**config.mk**
```make
export PLATFORM = sky130hd
export DESIGN_NAME = mdio_master_controller_unit
export DESIGN_NICKNAME = d
export VERILOG_FILES = /design/src/rtl/mmc_pkg.sv /design/src/rtl/mmc_input_stage.sv /design/src/rtl/mmc_engine.sv /design/src/rtl/mmc_output_stage.sv /design/src/rtl/mdio_master_controller_unit.sv
export SDC_FILE = /design/constraint.sdc
export NUM_CORES = 1
export LEC_CHECK = 0
export ABC_AREA = 0
export BUFFER_PORTS_ARGS = -buffer_cell sky130_fd_sc_hd__buf_2
export CAP_MARGIN = 30
export CORE_ASPECT_RATIO = 1.5
export CORE_MARGIN = 1
export CORE_UTILIZATION = 30
export DETAILED_ROUTE_END_ITERATION = 12
export PLACE_DENSITY = 0.45
export SYNTH_ARGS = -nofsm -noshare
export SYNTH_HDL_FRONTEND = slang
export SYNTH_SLANG_ARGS = --single-unit
```
**constraint.sdc**
```tcl
create_clock -name clock -period 5.38 [get_ports clock]
set_clock_uncertainty 0.1 [all_clocks]
set_input_delay 1.076 -clock clock [delete_from_list [all_inputs] [get_ports clock]]
set_output_delay 1.076 -clock clock [all_outputs]
set_load 0.02 [all_outputs]
```
**src/rtl/mmc_pkg.sv**
```systemverilog
package mmc_pkg;

   localparam logic [1:0] MODE_TICK  = 2'd0;
   localparam logic [1:0] MODE_READ  = 2'd1;
   localparam logic [1:0] MODE_WRITE = 2'd2;

   localparam logic [1:0] REG_STATUS  = 2'd0;
   localparam logic [1:0] REG_CONTROL = 2'd1;
   localparam logic [1:0] REG_DATA    = 2'd2;
   localparam logic [1:0] REG_ADDRESS = 2'd3;

   localparam logic [1:0] START_C22 = 2'b01;
   localparam logic [1:0] START_C45 = 2'b00;

   localparam logic [1:0] OP_C45_ADDRESS  = 2'b00;
   localparam logic [1:0] OP_WRITE        = 2'b01;
   localparam logic [1:0] OP_C22_READ     = 2'b10;
   localparam logic [1:0] OP_C45_READ     = 2'b11;
   localparam logic [1:0] OP_C45_READ_INC = 2'b10;

   localparam logic [1:0] TA_DRIVEN   = 2'b10;
   localparam logic [1:0] TA_RELEASED = 2'b00;

   localparam int STATUS_BUSY_BIT    = 0;
   localparam int STATUS_ERROR_BIT   = 1;
   localparam int STATUS_C45_BIT     = 6;
   localparam int STATUS_DIVIDER_LSB = 8;
   localparam int CONTROL_PORT_LSB   = 5;
   localparam int CONTROL_PRE_BIT    = 10;
   localparam int CONTROL_INC_BIT    = 14;
   localparam int CONTROL_READ_BIT   = 15;
   localparam int DATA_BUSY_BIT      = 31;

   localparam logic [6:0] FRAME_BODY_BITS = 7'd32;
   localparam logic [6:0] TA_SAMPLE_COUNT = 7'd17;
   localparam logic [6:0] RELEASE_COUNT   = 7'd18;

   typedef struct packed {
      logic [1:0]  mode;
      logic [1:0]  reg_select;
      logic [31:0] write_data;
      logic        mdio_in;
   } mmc_req_type;

   typedef struct packed {
      logic [31:0] read_data;
      logic        mdc;
      logic        mdio_out;
      logic        mdio_drive;
   } mmc_rsp_type;

endpackage

```
**src/rtl/mmc_input_stage.sv**
```systemverilog
module mmc_input_stage (
   input  logic                 clock,
   input  logic                 reset,
   input  logic                 req_valid,
   output logic                 req_stall,
   input  mmc_pkg::mmc_req_type req_data,
   input  logic                 advance,
   output logic                 item_valid,
   output mmc_pkg::mmc_req_type item
);

   logic                 valid_ff;
   logic                 valid_in;
   logic                 take;
   mmc_pkg::mmc_req_type item_ff;

   assign take      = !valid_ff || advance;
   assign req_stall = !take;

   always_comb begin
      if (req_valid && take) begin
         valid_in = 1'b1;
      end else if (advance) begin
         valid_in = 1'b0;
      end else begin
         valid_in = valid_ff;
      end
   end

   always_ff @(posedge clock) begin
      if (reset) begin
         valid_ff <= 1'b0;
      end else begin
         valid_ff <= valid_in;
      end
   end

   always_ff @(posedge clock) begin
      if (req_valid && take) begin
         item_ff <= req_data;
      end
   end

   assign item_valid = valid_ff;
   assign item       = item_ff;

endmodule

```
**src/rtl/mmc_engine.sv**
```systemverilog
module mmc_engine #(
   parameter int DIVIDER_BITS    = 8,
   parameter int PREAMBLE_LENGTH = 32
) (
   input  logic                 clock,
   input  logic                 reset,
   input  logic                 fire,
   input  mmc_pkg::mmc_req_type item,
   output mmc_pkg::mmc_rsp_type result
);

   localparam int               ShiftPre = 32 - PREAMBLE_LENGTH;
   localparam logic [31:0]      PreMask  = 32'((64'd1 << PREAMBLE_LENGTH) - 64'd1);
   localparam logic [6:0]       PreCount = 7'(PREAMBLE_LENGTH);

   logic                    clause45_ff, clause45_in;
   logic [DIVIDER_BITS-1:0] divider_ff, divider_in;
   logic [4:0]              port_ff, port_in;
   logic [4:0]              device_ff, device_in;
   logic                    pre_off_ff, pre_off_in;
   logic                    post_inc_ff, post_inc_in;
   logic [15:0]             data_ff, data_in;
   logic [15:0]             raddr_ff, raddr_in;
   logic                    busy_ff, busy_in;
   logic                    error_ff, error_in;
   logic [63:0]             shift_ff, shift_in;
   logic [6:0]              count_ff, count_in;
   logic                    is_read_ff, is_read_in;
   logic                    level_ff, level_in;
   logic [DIVIDER_BITS-1:0] div_count_ff, div_count_in;

   function automatic logic [63:0] frame_load(
      input logic [1:0]  st,
      input logic [1:0]  op,
      input logic        rd,
      input logic [4:0]  port,
      input logic [4:0]  dev,
      input logic [15:0] payload,
      input logic        pre_off
   );
      logic [31:0] body;
      logic [63:0] full;
      body = {st, op, port, dev, rd ? mmc_pkg::TA_RELEASED : mmc_pkg::TA_DRIVEN, payload};
      full = {PreMask, body} << ShiftPre;
      if (pre_off) begin
         full = {body, 32'd0};
      end
      return full;
   endfunction

   always_comb begin
      logic        start;
      logic [1:0]  st;
      logic [1:0]  op;
      logic        rd;
      logic [15:0] payload;
      logic [31:0] rdata;
      logic        drive;

      clause45_in  = clause45_ff;
      divider_in   = divider_ff;
      port_in      = port_ff;
      device_in    = device_ff;
      pre_off_in   = pre_off_ff;
      post_inc_in  = post_inc_ff;
      data_in      = data_ff;
      raddr_in     = raddr_ff;
      busy_in      = busy_ff;
      error_in     = error_ff;
      shift_in     = shift_ff;
      count_in     = count_ff;
      is_read_in   = is_read_ff;
      level_in     = level_ff;
      div_count_in = div_count_ff;
      start        = 1'b0;
      st           = mmc_pkg::START_C22;
      op           = mmc_pkg::OP_WRITE;
      rd           = 1'b0;
      payload      = 16'd0;
      rdata        = 32'd0;

      case (item.mode)
         mmc_pkg::MODE_TICK: begin
            if (busy_ff) begin
               if (div_count_ff < divider_ff) begin
                  div_count_in = div_count_ff + 1'b1;
               end else begin
                  div_count_in = '0;
                  if (!level_ff) begin
                     level_in = 1'b1;
                     if (is_read_ff) begin
                        if (count_ff == mmc_pkg::TA_SAMPLE_COUNT && item.mdio_in) begin
                           error_in = 1'b1;
                        end else if (count_ff inside {[7'd1:7'd16]}) begin
                           data_in = {data_ff[14:0], item.mdio_in};
                        end
                     end
                  end else begin
                     level_in = 1'b0;
                     shift_in = {shift_ff[62:0], 1'b0};
                     if (count_ff != 7'd0) begin
                        count_in = count_ff - 7'd1;
                     end
                     if (count_in == 7'd0) begin
                        busy_in = 1'b0;
                        if (is_read_ff && clause45_ff && post_inc_ff) begin
                           raddr_in = raddr_ff + 16'd1;
                        end
                        is_read_in = 1'b0;
                     end
                  end
               end
            end
         end
         mmc_pkg::MODE_READ: begin
            case (item.reg_select)
               mmc_pkg::REG_STATUS: begin
                  rdata = (32'(divider_ff) << mmc_pkg::STATUS_DIVIDER_LSB)
                        | (32'(clause45_ff) << mmc_pkg::STATUS_C45_BIT)
                        | (32'(error_ff) << mmc_pkg::STATUS_ERROR_BIT)
                        | (32'(busy_ff) << mmc_pkg::STATUS_BUSY_BIT);
               end
               mmc_pkg::REG_CONTROL: begin
                  rdata = 32'(device_ff)
                        | (32'(port_ff) << mmc_pkg::CONTROL_PORT_LSB)
                        | (32'(pre_off_ff) << mmc_pkg::CONTROL_PRE_BIT)
                        | (32'(post_inc_ff) << mmc_pkg::CONTROL_INC_BIT);
               end
               mmc_pkg::REG_DATA: begin
                  rdata = 32'(data_ff) | (32'(busy_ff) << mmc_pkg::DATA_BUSY_BIT);
               end
               default: begin
                  rdata = 32'(raddr_ff);
               end
            endcase
         end
         mmc_pkg::MODE_WRITE: begin
            if (item.reg_select == mmc_pkg::REG_STATUS) begin
               clause45_in = item.write_data[mmc_pkg::STATUS_C45_BIT];
               divider_in  = item.write_data[mmc_pkg::STATUS_DIVIDER_LSB +: DIVIDER_BITS];
            end else if (!busy_ff) begin
               case (item.reg_select)
                  mmc_pkg::REG_CONTROL: begin
                     device_in   = item.write_data[4:0];
                     port_in     = item.write_data[mmc_pkg::CONTROL_PORT_LSB +: 5];
                     pre_off_in  = item.write_data[mmc_pkg::CONTROL_PRE_BIT];
                     post_inc_in = item.write_data[mmc_pkg::CONTROL_INC_BIT];
                     if (item.write_data[mmc_pkg::CONTROL_READ_BIT]) begin
                        start = 1'b1;
                        rd    = 1'b1;
                        if (clause45_ff) begin
                           st = mmc_pkg::START_C45;
                           op = post_inc_in ? mmc_pkg::OP_C45_READ_INC
                                            : mmc_pkg::OP_C45_READ;
                        end else begin
                           st = mmc_pkg::START_C22;
                           op = mmc_pkg::OP_C22_READ;
                        end
                     end
                  end
                  mmc_pkg::REG_DATA: begin
                     data_in = item.write_data[15:0];
                     start   = 1'b1;
                     st      = clause45_ff ? mmc_pkg::START_C45 : mmc_pkg::START_C22;
                     op      = mmc_pkg::OP_WRITE;
                     payload = item.write_data[15:0];
                  end
                  default: begin
                     raddr_in = item.write_data[15:0];
                     if (clause45_ff) begin
                        start   = 1'b1;
                        st      = mmc_pkg::START_C45;
                        op      = mmc_pkg::OP_C45_ADDRESS;
                        payload = item.write_data[15:0];
                     end
                  end
               endcase
            end
         end
         default: begin
         end
      endcase

      if (start) begin
         shift_in     = frame_load(st, op, rd, port_in, device_in, payload, pre_off_in);
         count_in     = (pre_off_in ? 7'd0 : PreCount) + mmc_pkg::FRAME_BODY_BITS;
         is_read_in   = rd;
         busy_in      = 1'b1;
         level_in     = 1'b0;
         div_count_in = '0;
         if (rd) begin
            error_in = 1'b0;
         end
      end

      drive = busy_in && !(is_read_in && count_in <= mmc_pkg::RELEASE_COUNT);
      result.read_data  = rdata;
      result.mdc        = level_in;
      result.mdio_out   = drive && shift_in[63];
      result.mdio_drive = drive;
   end

   always_ff @(posedge clock) begin
      if (reset) begin
         clause45_ff  <= 1'b0;
         divider_ff   <= '0;
         port_ff      <= 5'd0;
         device_ff    <= 5'd0;
         pre_off_ff   <= 1'b0;
         post_inc_ff  <= 1'b0;
         data_ff      <= 16'd0;
         raddr_ff     <= 16'd0;
         busy_ff      <= 1'b0;
         error_ff     <= 1'b0;
         shift_ff     <= 64'd0;
         count_ff     <= 7'd0;
         is_read_ff   <= 1'b0;
         level_ff     <= 1'b0;
         div_count_ff <= '0;
      end else if (fire) begin
         clause45_ff  <= clause45_in;
         divider_ff   <= divider_in;
         port_ff      <= port_in;
         device_ff    <= device_in;
         pre_off_ff   <= pre_off_in;
         post_inc_ff  <= post_inc_in;
         data_ff      <= data_in;
         raddr_ff     <= raddr_in;
         busy_ff      <= busy_in;
         error_ff     <= error_in;
         shift_ff     <= shift_in;
         count_ff     <= count_in;
         is_read_ff   <= is_read_in;
         level_ff     <= level_in;
         div_count_ff <= div_count_in;
      end
   end

`ifndef SYNTHESIS
   busy_matches_count: assert property (@(posedge clock) disable iff (reset)
      busy_ff == (count_ff != 7'd0))
      else $error("Busy flag and remaining bit count disagree.");

   clock_high_only_when_busy: assert property (@(posedge clock) disable iff (reset)
      level_ff |-> busy_ff)
      else $error("Management clock is high outside a frame.");

   idle_tick_holds_frame: assert property (@(posedge clock) disable iff (reset)
      fire && item.mode == mmc_pkg::MODE_TICK && !busy_ff
      |=> $stable(shift_ff) && $stable(level_ff) && $stable(data_ff))
      else $error("An idle tick changed the frame state.");
`endif

endmodule

```
**src/rtl/mmc_output_stage.sv**
```systemverilog
module mmc_output_stage (
   input  logic                 clock,
   input  logic                 reset,
   input  logic                 load,
   input  mmc_pkg::mmc_rsp_type result,
   output logic                 out_free,
   output logic                 rsp_valid,
   input  logic                 rsp_stall,
   output mmc_pkg::mmc_rsp_type rsp_data
);

   logic                 valid_ff;
   logic                 valid_in;
   mmc_pkg::mmc_rsp_type data_ff;

   assign out_free = !valid_ff || !rsp_stall;

   always_comb begin
      if (load) begin
         valid_in = 1'b1;
      end else if (!rsp_stall) begin
         valid_in = 1'b0;
      end else begin
         valid_in = valid_ff;
      end
   end

   always_ff @(posedge clock) begin
      if (reset) begin
         valid_ff <= 1'b0;
      end else begin
         valid_ff <= valid_in;
      end
   end

   always_ff @(posedge clock) begin
      if (load) begin
         data_ff <= result;
      end
   end

   assign rsp_valid = valid_ff;
   assign rsp_data  = data_ff;

endmodule

```
**src/rtl/mdio_master_controller_unit.sv**
```systemverilog
// MDIO management master for clause 22 and clause 45 devices behind four registers (status,
// control, data, address). Every item is a system clock tick, a register read or a register
// write, and one item is taken in every cycle unless the input register is full and the
// output is stalled; its result passes from the input register through the register-update
// stage to the result register. Each result carries the pin levels after that item. MDC
// toggles once every clock divider plus one tick items while a frame is in progress.
module mdio_master_controller_unit #(
   parameter int DIVIDER_BITS    = 8,
   parameter int PREAMBLE_LENGTH = 32
) (
   input  logic                 clock,
   input  logic                 reset,
   input  logic                 req_valid,
   output logic                 req_stall,
   input  mmc_pkg::mmc_req_type req_data,
   output logic                 rsp_valid,
   input  logic                 rsp_stall,
   output mmc_pkg::mmc_rsp_type rsp_data
);

   logic                 item_valid;
   logic                 out_free;
   logic                 advance;
   mmc_pkg::mmc_req_type item;
   mmc_pkg::mmc_rsp_type result;

   assign advance = item_valid && out_free;

   mmc_input_stage u_input (
      .clock      (clock),
      .reset      (reset),
      .req_valid  (req_valid),
      .req_stall  (req_stall),
      .req_data   (req_data),
      .advance    (advance),
      .item_valid (item_valid),
      .item       (item)
   );

   mmc_engine #(
      .DIVIDER_BITS    (DIVIDER_BITS),
      .PREAMBLE_LENGTH (PREAMBLE_LENGTH)
   ) u_engine (
      .clock  (clock),
      .reset  (reset),
      .fire   (advance),
      .item   (item),
      .result (result)
   );

   mmc_output_stage u_output (
      .clock     (clock),
      .reset     (reset),
      .load      (advance),
      .result    (result),
      .out_free  (out_free),
      .rsp_valid (rsp_valid),
      .rsp_stall (rsp_stall),
      .rsp_data  (rsp_data)
   );

endmodule
```
==> metrics.txt, run 1 <==
unrepaired setup endpoints after global routing=no; CP top delay family=compound AO/OA/AOI/OAI gates; Final period util=0.704; Compound-Gate Fraction of Synth Area=0.223; Post-Layout Cell Count=1415; clock share of power=0.457; Post-Route M1 WL=11600 um; Int Pwr=0.00228 W; largest net degree at the start of global routing=51; power per cell area=306 nW/um^2; post-synth cell types=71; Synthesis Warnings=0; clock root buffer=clkbuf_16; Synth Area in Adders=0.0225; NetSw=0.000771 W; wire length per cell=18.2 um; share of cells above drive strength 1=0.123; max-cap viol count=0; Vias=7364; Sw Share=0.253; Post-Synth Simple-Gate Area=0.204; worst path arrival time=4050 ps; Crit Path Category=reg2reg; Buf/Inv on CP=2; DRC viols=0; Clock Sink Count=179; flops & latches, synth=179; Async S/R FF share, synth=0; Final Util=0.343; final-report hold violation count=0; Slew @ Worst Pin=938 ps; wire length on met3=859 um; area of the multi-input gates=4360 um^2; mux contribution to synthesized area=0.0204; Reg area=3990 um^2; die area=30400 um^2; status=complete, no violations; routed vias/inst=5.20; setup TNS=0 ps; Worst path max stage delay=740 ps; Detailed Routing Iterations Pass 1=5; CTS Hold Bufs=0; later-pin clock latency in the skew report=460 ps; Req. time, crit path=5640 ps; largest family of logic cells by synthesized area=compound AO/OA/AOI/OAI gates; most common cell after layout, fill and taps aside=nor2_1; worst-path fanout max=23; count of final setup violators=0; cell area after synthesis=8910 um^2; initial antenna violation count=0; Tot Pwr=0.00305 W; sequential element share of the synthesized area=0.448; # resized after CTS=0; clk slew on worst S/H paths=70 ps; area grow syn2layout=11.8%; Hold Crit Class=reg2reg; first-pass GRT wire length=41500 um; clk buf depth=2; ys flop type=dfxtp_1; Avg Inst Size Synth=8.76 um^2; routed wire length=25800 um; Placed Cells incl. Taps=1383; worst vdd ir=0.242 mV; # fillers=3013; WL met2=12900 um; startpoint types=register; slowest library cell on the worst path=ha_1; fin nets=1069; Die H=213 um; Inserted Diodes=0; max frequency=264 MHz; core area=29000 um^2; CP Capture Type=register; CTS tree=done; antenna viol nets, final=0; vias in the first global route=7219; Leak Pwr=3.30 nW; starting density of the core=0.307; DP HPWL=17300 um; io pins=78; Reg power frac=0.470; GRT Total Usage=0.180; EDFF count, synth=41; htree depth=4; cts bufs inserted=17; commonest non-fill, non-tap cells in the layout=nor2_1, dfxtp_1, a21oi_1, nand2_1, a211oi_1; max layer used=met4; worst path cell trace=inv_1 -> ha_1 -> a21oi_1 -> a211oi_4 -> a31oi_2 -> nor2_4 -> buf_4 -> nor2_1 -> a211oi_1; Pins Over Slew Limit=0; GP Congestion=0.818; DR iter-0 viols=531; PortBufs=46; FP Rows=76; post-synthesis xor/xnor area fraction=0.0108; Logic pwr share=0.073; min cycle time layout=3790 ps; GR Overflow Total=0; chip width=143 um; worst relative slew slack=0.375; Mapped Cells=1017; # Post-CTS Setup Buffers=0
==> final timing paths <==
check | slack [ps] | startpoint | endpoint | cells past startpoint
worst max-delay path | 1590 | u_input.item[34]$_DFFE_PP_ | u_engine.shift_ff[39]$_SDFFE_PP0P_ | 9
worst max register to register | 1590 | u_input.item[34]$_DFFE_PP_ | u_engine.shift_ff[39]$_SDFFE_PP0P_ | 9
worst min register to register | 360 | u_engine.shift_ff[49]$_SDFFE_PP0P_ | u_engine.shift_ff[49]$_SDFFE_PP0P_ | 2
worst min-delay path | 360 | u_engine.shift_ff[49]$_SDFFE_PP0P_ | u_engine.shift_ff[49]$_SDFFE_PP0P_ | 2
==> layout make-up <==
cell class | instances | share of cell area
sequential | 179 | 0.401
timing repair buffer | 64 | 0.0402
multi-input combinational | 733 | 0.438
inverter | 17 | 0.00641
clock buffer | 20 | 0.0491
tap | 390 | 0.0490
clock inverter | 12 | 0.0166
==> flip-flops by register name, summed over array words and instances, names as in the netlist, 5 cells and up <==
| signal | count |
|---|---|
| u_engine.device_ff | 5 |
| u_engine.raddr_ff | 16 |
| u_engine.div_count_ff | 8 |
| u_engine.count_ff | 7 |
| u_engine.divider_ff | 8 |
| u_engine.data_ff | 16 |
| u_input.item | 21 |
| u_engine.port_ff | 5 |
| u_engine.shift_ff | 64 |
| u_output.rsp_data | 20 |
==> kinds of logic (layout without fill, tap and decap cells) <==
family | Yosys count | count (layout)
XOR/XNOR | 11 | 11
AND/OR/NAND/NOR | 393 | 393
flip-flops | 179 | 179
AO/OA/AOI/OAI | 280 | 280
multiplexers | 18 | 18
adder cells (fa/ha/maj) | 16 | 16
other | 1 | 15
buffers and inverters | 119 | 113
==> stage by stage <==
stage                     area [um^2]  hold slack [ps]  worst slack, ps
after CTS                        9960              366             1580
after floorplan                  8960              333             2300
after detailed placement         9310              356             1570
after global placement           9280              352             1660
final                            9960              364             1590
after global routing             9960              377             1300
==> synthesized netlist by cell type, types with 15 or more instances <==
master,count,area share
a211oi_1,62,0.052
a21oi_1,94,0.053
a221oi_1,22,0.022
and2_1,22,0.015
buf_2,16,0.0090
buf_4,22,0.019
clkbuf_1,51,0.021
dfxtp_1,138,0.31
edfxtp_1,41,0.14
ha_1,16,0.022
inv_1,17,0.0072
mux2i_1,17,0.019
nand2_1,74,0.031
nand3_1,15,0.0084
nor2_1,166,0.070
nor3_1,61,0.034
o21ai_1,16,0.0090
==> routing by layer <==
layer / vias to the layer above / GRT usage
li1: 3656 / -
met1: 3523 / 0.228
met2: 160 / 0.308
met3: 25 / 0.0301
met4: 0 / 0.0593
met5: - / 0
==> power by group through the flow <==
stage               combinational (W)  clock, W  sequential, W
floorplan                    0.000160         0        0.00146
global route                 0.000247   0.00148        0.00144
CTS                          0.000225   0.00143        0.00143
detailed placement           0.000225         0        0.00146
finish                       0.000222   0.00139        0.00143
global placement             0.000222         0        0.00146
==> tightest hold or removal path, cell delays in order (launching register included) <==
cell	delay (ps)
dfxtp_1	310
nand2_1	50
a21oi_1	50
Power figures use the tool's default switching activity.
==> inputs of run 2 (changes only) <==
==> constraint.sdc (replaced) <==
create_clock -name clock -period 3.95 [get_ports clock]
set_clock_uncertainty 0.1 [all_clocks]
set_input_delay 0.79 -clock clock [delete_from_list [all_inputs] [get_ports clock]]
set_output_delay 0.79 -clock clock [all_outputs]
set_load 0.02 [all_outputs]
==> metrics.txt, run 2 (synthesis results as in run 1) <==
status=complete, no violations; largest register by flop count=u_engine.shift_ff; worst relative slew slack=0.425; final-report hold violation count=0; PortBufs=46; initial antenna violation count=0; Crit Path Category=reg2reg; wire length per cell=18.2 um; clk buf depth=2; DRC viols=0; chip width=143 um; Pins Over Slew Limit=0; CTS Hold Bufs=0; count of final setup violators=0; FP Rows=76; DR iter-0 viols=565; worst-path fanout max=16; min cycle time layout=3110 ps; Slew @ Worst Pin=859 ps; unrepaired setup endpoints after global routing=no; Logic pwr share=0.076; max-cap viol count=0; GP Congestion=0.832; power per cell area=404 nW/um^2; worst hold slack=364 ps; cts bufs inserted=17; Req. time, crit path=4030 ps; antenna viol nets, final=0; area grow syn2layout=11.9%; htree depth=4; worst vdd ir=0.329 mV; Leak Pwr=3.32 nW; worst path arrival time=3200 ps; Vias=7400; Hold Crit Class=reg2reg; core area=29000 um^2; DP HPWL=17100 um; # resized after CTS=0; clk slew on worst S/H paths=70 ps; routed vias/inst=5.21; share of cells above drive strength 1=0.128; Detailed Routing Iterations Pass 1=5; max frequency=321 MHz; # Post-CTS Setup Buffers=0; commonest non-fill, non-tap cells in the layout=nor2_1, dfxtp_1, a21oi_1, nand2_1, a211oi_1; Clock Sink Count=179; CTS tree=done; Die H=213 um; routed wire length=25800 um; io pins=78; Reg power frac=0.485; GR Overflow Total=0; largest net degree at the start of global routing=79; startpoint types=register; first-pass GRT wire length=41500 um; most common cell after layout, fill and taps aside=nor2_1; setup TNS=0 ps; clock share of power=0.438; GRT Total Usage=0.180; NetSw=0.00102 W; die area=30400 um^2; clock root buffer=clkbuf_16; Sw Share=0.252; CP Capture Type=register; Inserted Diodes=0; fin nets=1075; Final period util=0.788; vias in the first global route=7286; Largest register FFs=64; later-pin clock latency in the skew report=450 ps; Int Pwr=0.00301 W; starting density of the core=0.307
[run 2: final timing paths]
check	from	end	slack, ps	cells past startpoint
worst max-delay path	u_input.item[33]$_DFFE_PP_	u_output.rsp_data[1]$_DFFE_PP_	840	10
worst min-delay path	u_engine.shift_ff[49]$_SDFFE_PP0P_	u_engine.shift_ff[49]$_SDFFE_PP0P_	360	2
worst max register to register	u_input.item[33]$_DFFE_PP_	u_output.rsp_data[1]$_DFFE_PP_	840	10
worst min register to register	u_engine.shift_ff[49]$_SDFFE_PP0P_	u_engine.shift_ff[49]$_SDFFE_PP0P_	360	2
[run 2: final cells by class]
type                    count  area (um^2)
clock inverters            11          123
multi-input cells         733         4360
clock buffers              21          480
repair buffers             70          463
well taps                 390          488
flip-flops and latches    179         3990
fillers                  3094        19000
inverters                  17         63.8
[run 2: power by group through the flow]
stage          clock [W]  sequential [W]  combinational [W]
2_1_floorplan          0         0.00199           0.000218
3_3_place_gp           0         0.00200           0.000310
3_5_place_dp           0         0.00200           0.000312
4_1_cts          0.00182         0.00195           0.000312
5_1_grt          0.00188         0.00196           0.000341
6_report         0.00176         0.00195           0.000308
[run 2: metal layers]
layer  vias to the layer above  part of all wire  GRT usage
li1                       3668                 -          -
met1                      3559              0.45      0.224
met2                       150              0.51      0.313
met3                        23             0.029     0.0211
met4                         0             0.017     0.0708
met5                         -                 0          0
[run 2: per-stage QoR]
step / util / area, um^2 / cells / power [W] / worst slack, ps
after detailed placement: 0.323 / 9370 / 1389 / 0.00231 / 835
after global placement: 0.323 / 9370 / 1389 / 0.00230 / 869
final: 0.344 / 9970 / 1421 / 0.00403 / 836
after global routing: 0.344 / 9970 / 1421 / 0.00417 / 645
after CTS: 0.344 / 9970 / 1421 / 0.00409 / 838
after floorplan: - / 8960 / 1031 / 0.00220 / 1150
[run 2: worst max-delay path, stage by stage, from the launching register on]
cell and delay, ps:
edfxtp_1 380, inv_1 80, ha_1 460, or4b_4 610
a211oi_4 170, buf_4 250, nor2_1 60, a21oi_1 100
o21ai_1 110, nor4_2 420, a21oi_1 120
==> inputs of run 3 (changes only) <==
--- a/config.mk
+++ b/config.mk
@@ -5,14 +5,14 @@
 export SDC_FILE = /design/constraint.sdc
 export NUM_CORES = 1
 export LEC_CHECK = 0
-export ABC_AREA = 0
+export ABC_AREA = 1
 export BUFFER_PORTS_ARGS = -buffer_cell sky130_fd_sc_hd__buf_2
 export CAP_MARGIN = 30
 export CORE_ASPECT_RATIO = 1.5
 export CORE_MARGIN = 1
 export CORE_UTILIZATION = 30
 export DETAILED_ROUTE_END_ITERATION = 12
-export PLACE_DENSITY = 0.45
+export PLACE_DENSITY = 0.46
 export SYNTH_ARGS = -nofsm -noshare
 export SYNTH_HDL_FRONTEND = slang
 export SYNTH_SLANG_ARGS = --single-unit
==> constraint.sdc (replaced) <==
create_clock -name clock -period 2.6 [get_ports clock]
set_clock_uncertainty 0.1 [all_clocks]
set_input_delay 0.52 -clock clock [delete_from_list [all_inputs] [get_ports clock]]
set_output_delay 0.52 -clock clock [all_outputs]
set_load 0.02 [all_outputs]
==> metrics.txt, run 3 <==
status=complete, no violations; Leak Pwr=4.06 nW; Clock Sink Count=179; Crit Path Category=reg2reg; core area=28800 um^2; PortBufs=46; CP Capture Type=register; antenna viol nets, final=0; starting density of the core=0.305; # fillers=3088; Inserted Diodes=0; Reg power frac=0.483; Final period util=0.932; CTS Hold Bufs=0; Worst path max stage delay=430 ps; min cycle time layout=2420 ps; DP HPWL=18700 um; Pins Over Slew Limit=0; fin nets=1291; Req. time, crit path=2850 ps; max frequency=413 MHz; Int Pwr=0.00448 W; largest net degree at the start of global routing=63; max-cap viol count=0; share of cells above drive strength 1=0.133; Hold Crit Class=in2reg; GP Congestion=0.858; commonest non-fill, non-tap cells in the layout=nand2_1, dfxtp_1, nor2_1, a21oi_1, inv_1; Avg Inst Size Synth=7.45 um^2; worst path arrival time=2670 ps; DRC viols=0; area grow syn2layout=16.8%; vias in the first global route=7441; Sw Share=0.278; startpoint types=register; CTS tree=done; Async S/R FF share, synth=0; clock share of power=0.403; setup TNS=0 ps; FP Rows=76; largest register by flop count=u_engine.shift_ff; worst-path fanout max=38; slowest library cell on the worst path=edfxtp_1; cell area after synthesis=8800 um^2; clock root buffer=clkbuf_16; clk buf depth=2; later-pin clock latency in the skew report=460 ps; ys flop type=dfxtp_1; worst relative slew slack=0.599; clk slew on worst S/H paths=70 ps; flops & latches, synth=179; post-synth cell types=43; Mapped Cells=1181; chip width=142 um; GR Overflow Total=0; Logic pwr share=0.114; synth top area cells=dfxtp_1, edfxtp_1, nand2_1, a21oi_1, nor2_1; Vias=8005; Slew @ Worst Pin=601 ps; most common cell after layout, fill and taps aside=nand2_1; htree depth=4; sequential element share of the synthesized area=0.454; count of final setup violators=0; DR iter-0 viols=475; worst path cell trace=inv_1 -> ha_1 -> inv_1 -> nor2_2 -> o21a_1 -> nor3_4 -> inv_2 -> nand2_2 -> nand2_4 -> inv_2 -> buf_12 -> o21ai_1 -> a21oi_1 -> nor2_1; Synthesis Warnings=0; final-report hold violation count=0; Die H=212 um; initial antenna violation count=0; synth cell count leaders=nand2_1, dfxtp_1, nor2_1; wire length per cell=16.5 um; Tot Pwr=0.00621 W; top-count cell post-synth=nand2_1; routed vias/inst=4.89; leading area contributor after synthesis=dfxtp_1; top cell type's share of synthesized area=0.314; first-pass GRT wire length=41800 um; GRT Total Usage=0.186; power per cell area=605 nW/um^2; io pins=78; die area=30000 um^2; routed wire length=27000 um; Largest register FFs=64; EDFF count, synth=41; Detailed Routing Iterations Pass 1=5; worst vdd ir=0.517 mV; NetSw=0.00173 W; cts bufs inserted=17
[run 3: changes by cell type after synthesis, sizes merged, moves of 15 or more]
cell    before  now
nand3       16   32
nor2       167  116
inv         17  107
a211oi      65   11
o21ai       31  137
and2        22    0
mux2i       17    2
nand2       74  282
a31oi        4   59
a221oi      31    6
nor3        63   10
[run 3: cell type report]
cell class	count	area [um^2]	area share
repair buffers	100	748	0.0729
well taps	390	488	0.0475
multi-input cells	827	4080	0.397
clock inverters	11	103	0.00999
flip-flops and latches	179	3990	0.389
inverters	109	415	0.0404
clock buffers	21	440	0.0429
[run 3: critical path: cells and delay by family, from the launching register on]
kind | cells | cell delay, ps
flip-flops | 1 | 430
adder cells (fa/ha/maj) | 1 | 240
AND/OR/NAND/NOR | 5 | 520
buffers and inverters | 5 | 630
AO/OA/AOI/OAI | 3 | 380
[run 3: path summary, 6_finish.rpt]
path,cells after the start,from,slack [ps],to
min,1,req_data[1],130,u_input.item[1]$_DFFE_PP_
min reg2reg,2,u_engine.shift_ff[20]$_SDFFE_PP0P_,360,u_engine.shift_ff[21]$_SDFFE_PP0P_
max,14,u_input.item[34]$_DFFE_PP_,180,u_engine.shift_ff[1]$_SDFFE_PP0P_
max reg2reg,14,u_input.item[34]$_DFFE_PP_,180,u_engine.shift_ff[1]$_SDFFE_PP0P_
[run 3: cell families after synthesis]
group / after synthesis / synth area share
AOI/OAI and AO/OA: 323 / 0.202
and+or+nand+nor: 460 / 0.215
xor gates and xnor gates: 11 / 0.0110
muxes: 2 / 0.00228
other: 1 / 0.000426
buffers and inverters: 189 / 0.0922
adders and majority gates: 16 / 0.0228
DFF: 179 / 0.454
[run 3: per-stage QoR]
step / util / hold slack [ps] / setup WS [ps] / cells / area, um^2
after floorplan: - / 340 / 218 / 1195 / 8850
after global placement: 0.334 / 351 / 25.8 / 1601 / 9640
after detailed placement: 0.334 / 358 / -9.39 / 1601 / 9640
after CTS: 0.354 / 114 / 96.0 / 1635 / 10200
after global routing: 0.356 / 116 / -7.06 / 1637 / 10300
final: 0.356 / 133 / 178 / 1637 / 10300
[run 3: power groups by stage]
stage / Sequential, W / Combinational [W] / Clock, W
2_1_floorplan: 0.00306 / 0.000461 / 0
3_3_place_gp: 0.00306 / 0.000704 / 0
3_5_place_dp: 0.00306 / 0.000705 / 0
4_1_cts: 0.00300 / 0.000710 / 0.00257
5_1_grt: 0.00301 / 0.000793 / 0.00267
6_report: 0.00300 / 0.000711 / 0.00250
[run 3: what timing repair did]
action	4_1_cts	5_1_grt
gates cloned	0	1
pin swaps	0	3
buffers inserted	2	1
hold endpoints to repair	0	0
resized for setup	0	12
endpoints found under the setup margin	6	55
[run 3: routing by layer]
metal	up-vias	global-route usage	part of all wire
li1	4034	-	-
met1	3758	0.223	0.43
met2	179	0.324	0.51
met3	34	0.0290	0.031
met4	0	0.0834	0.030
met5	-	0	0
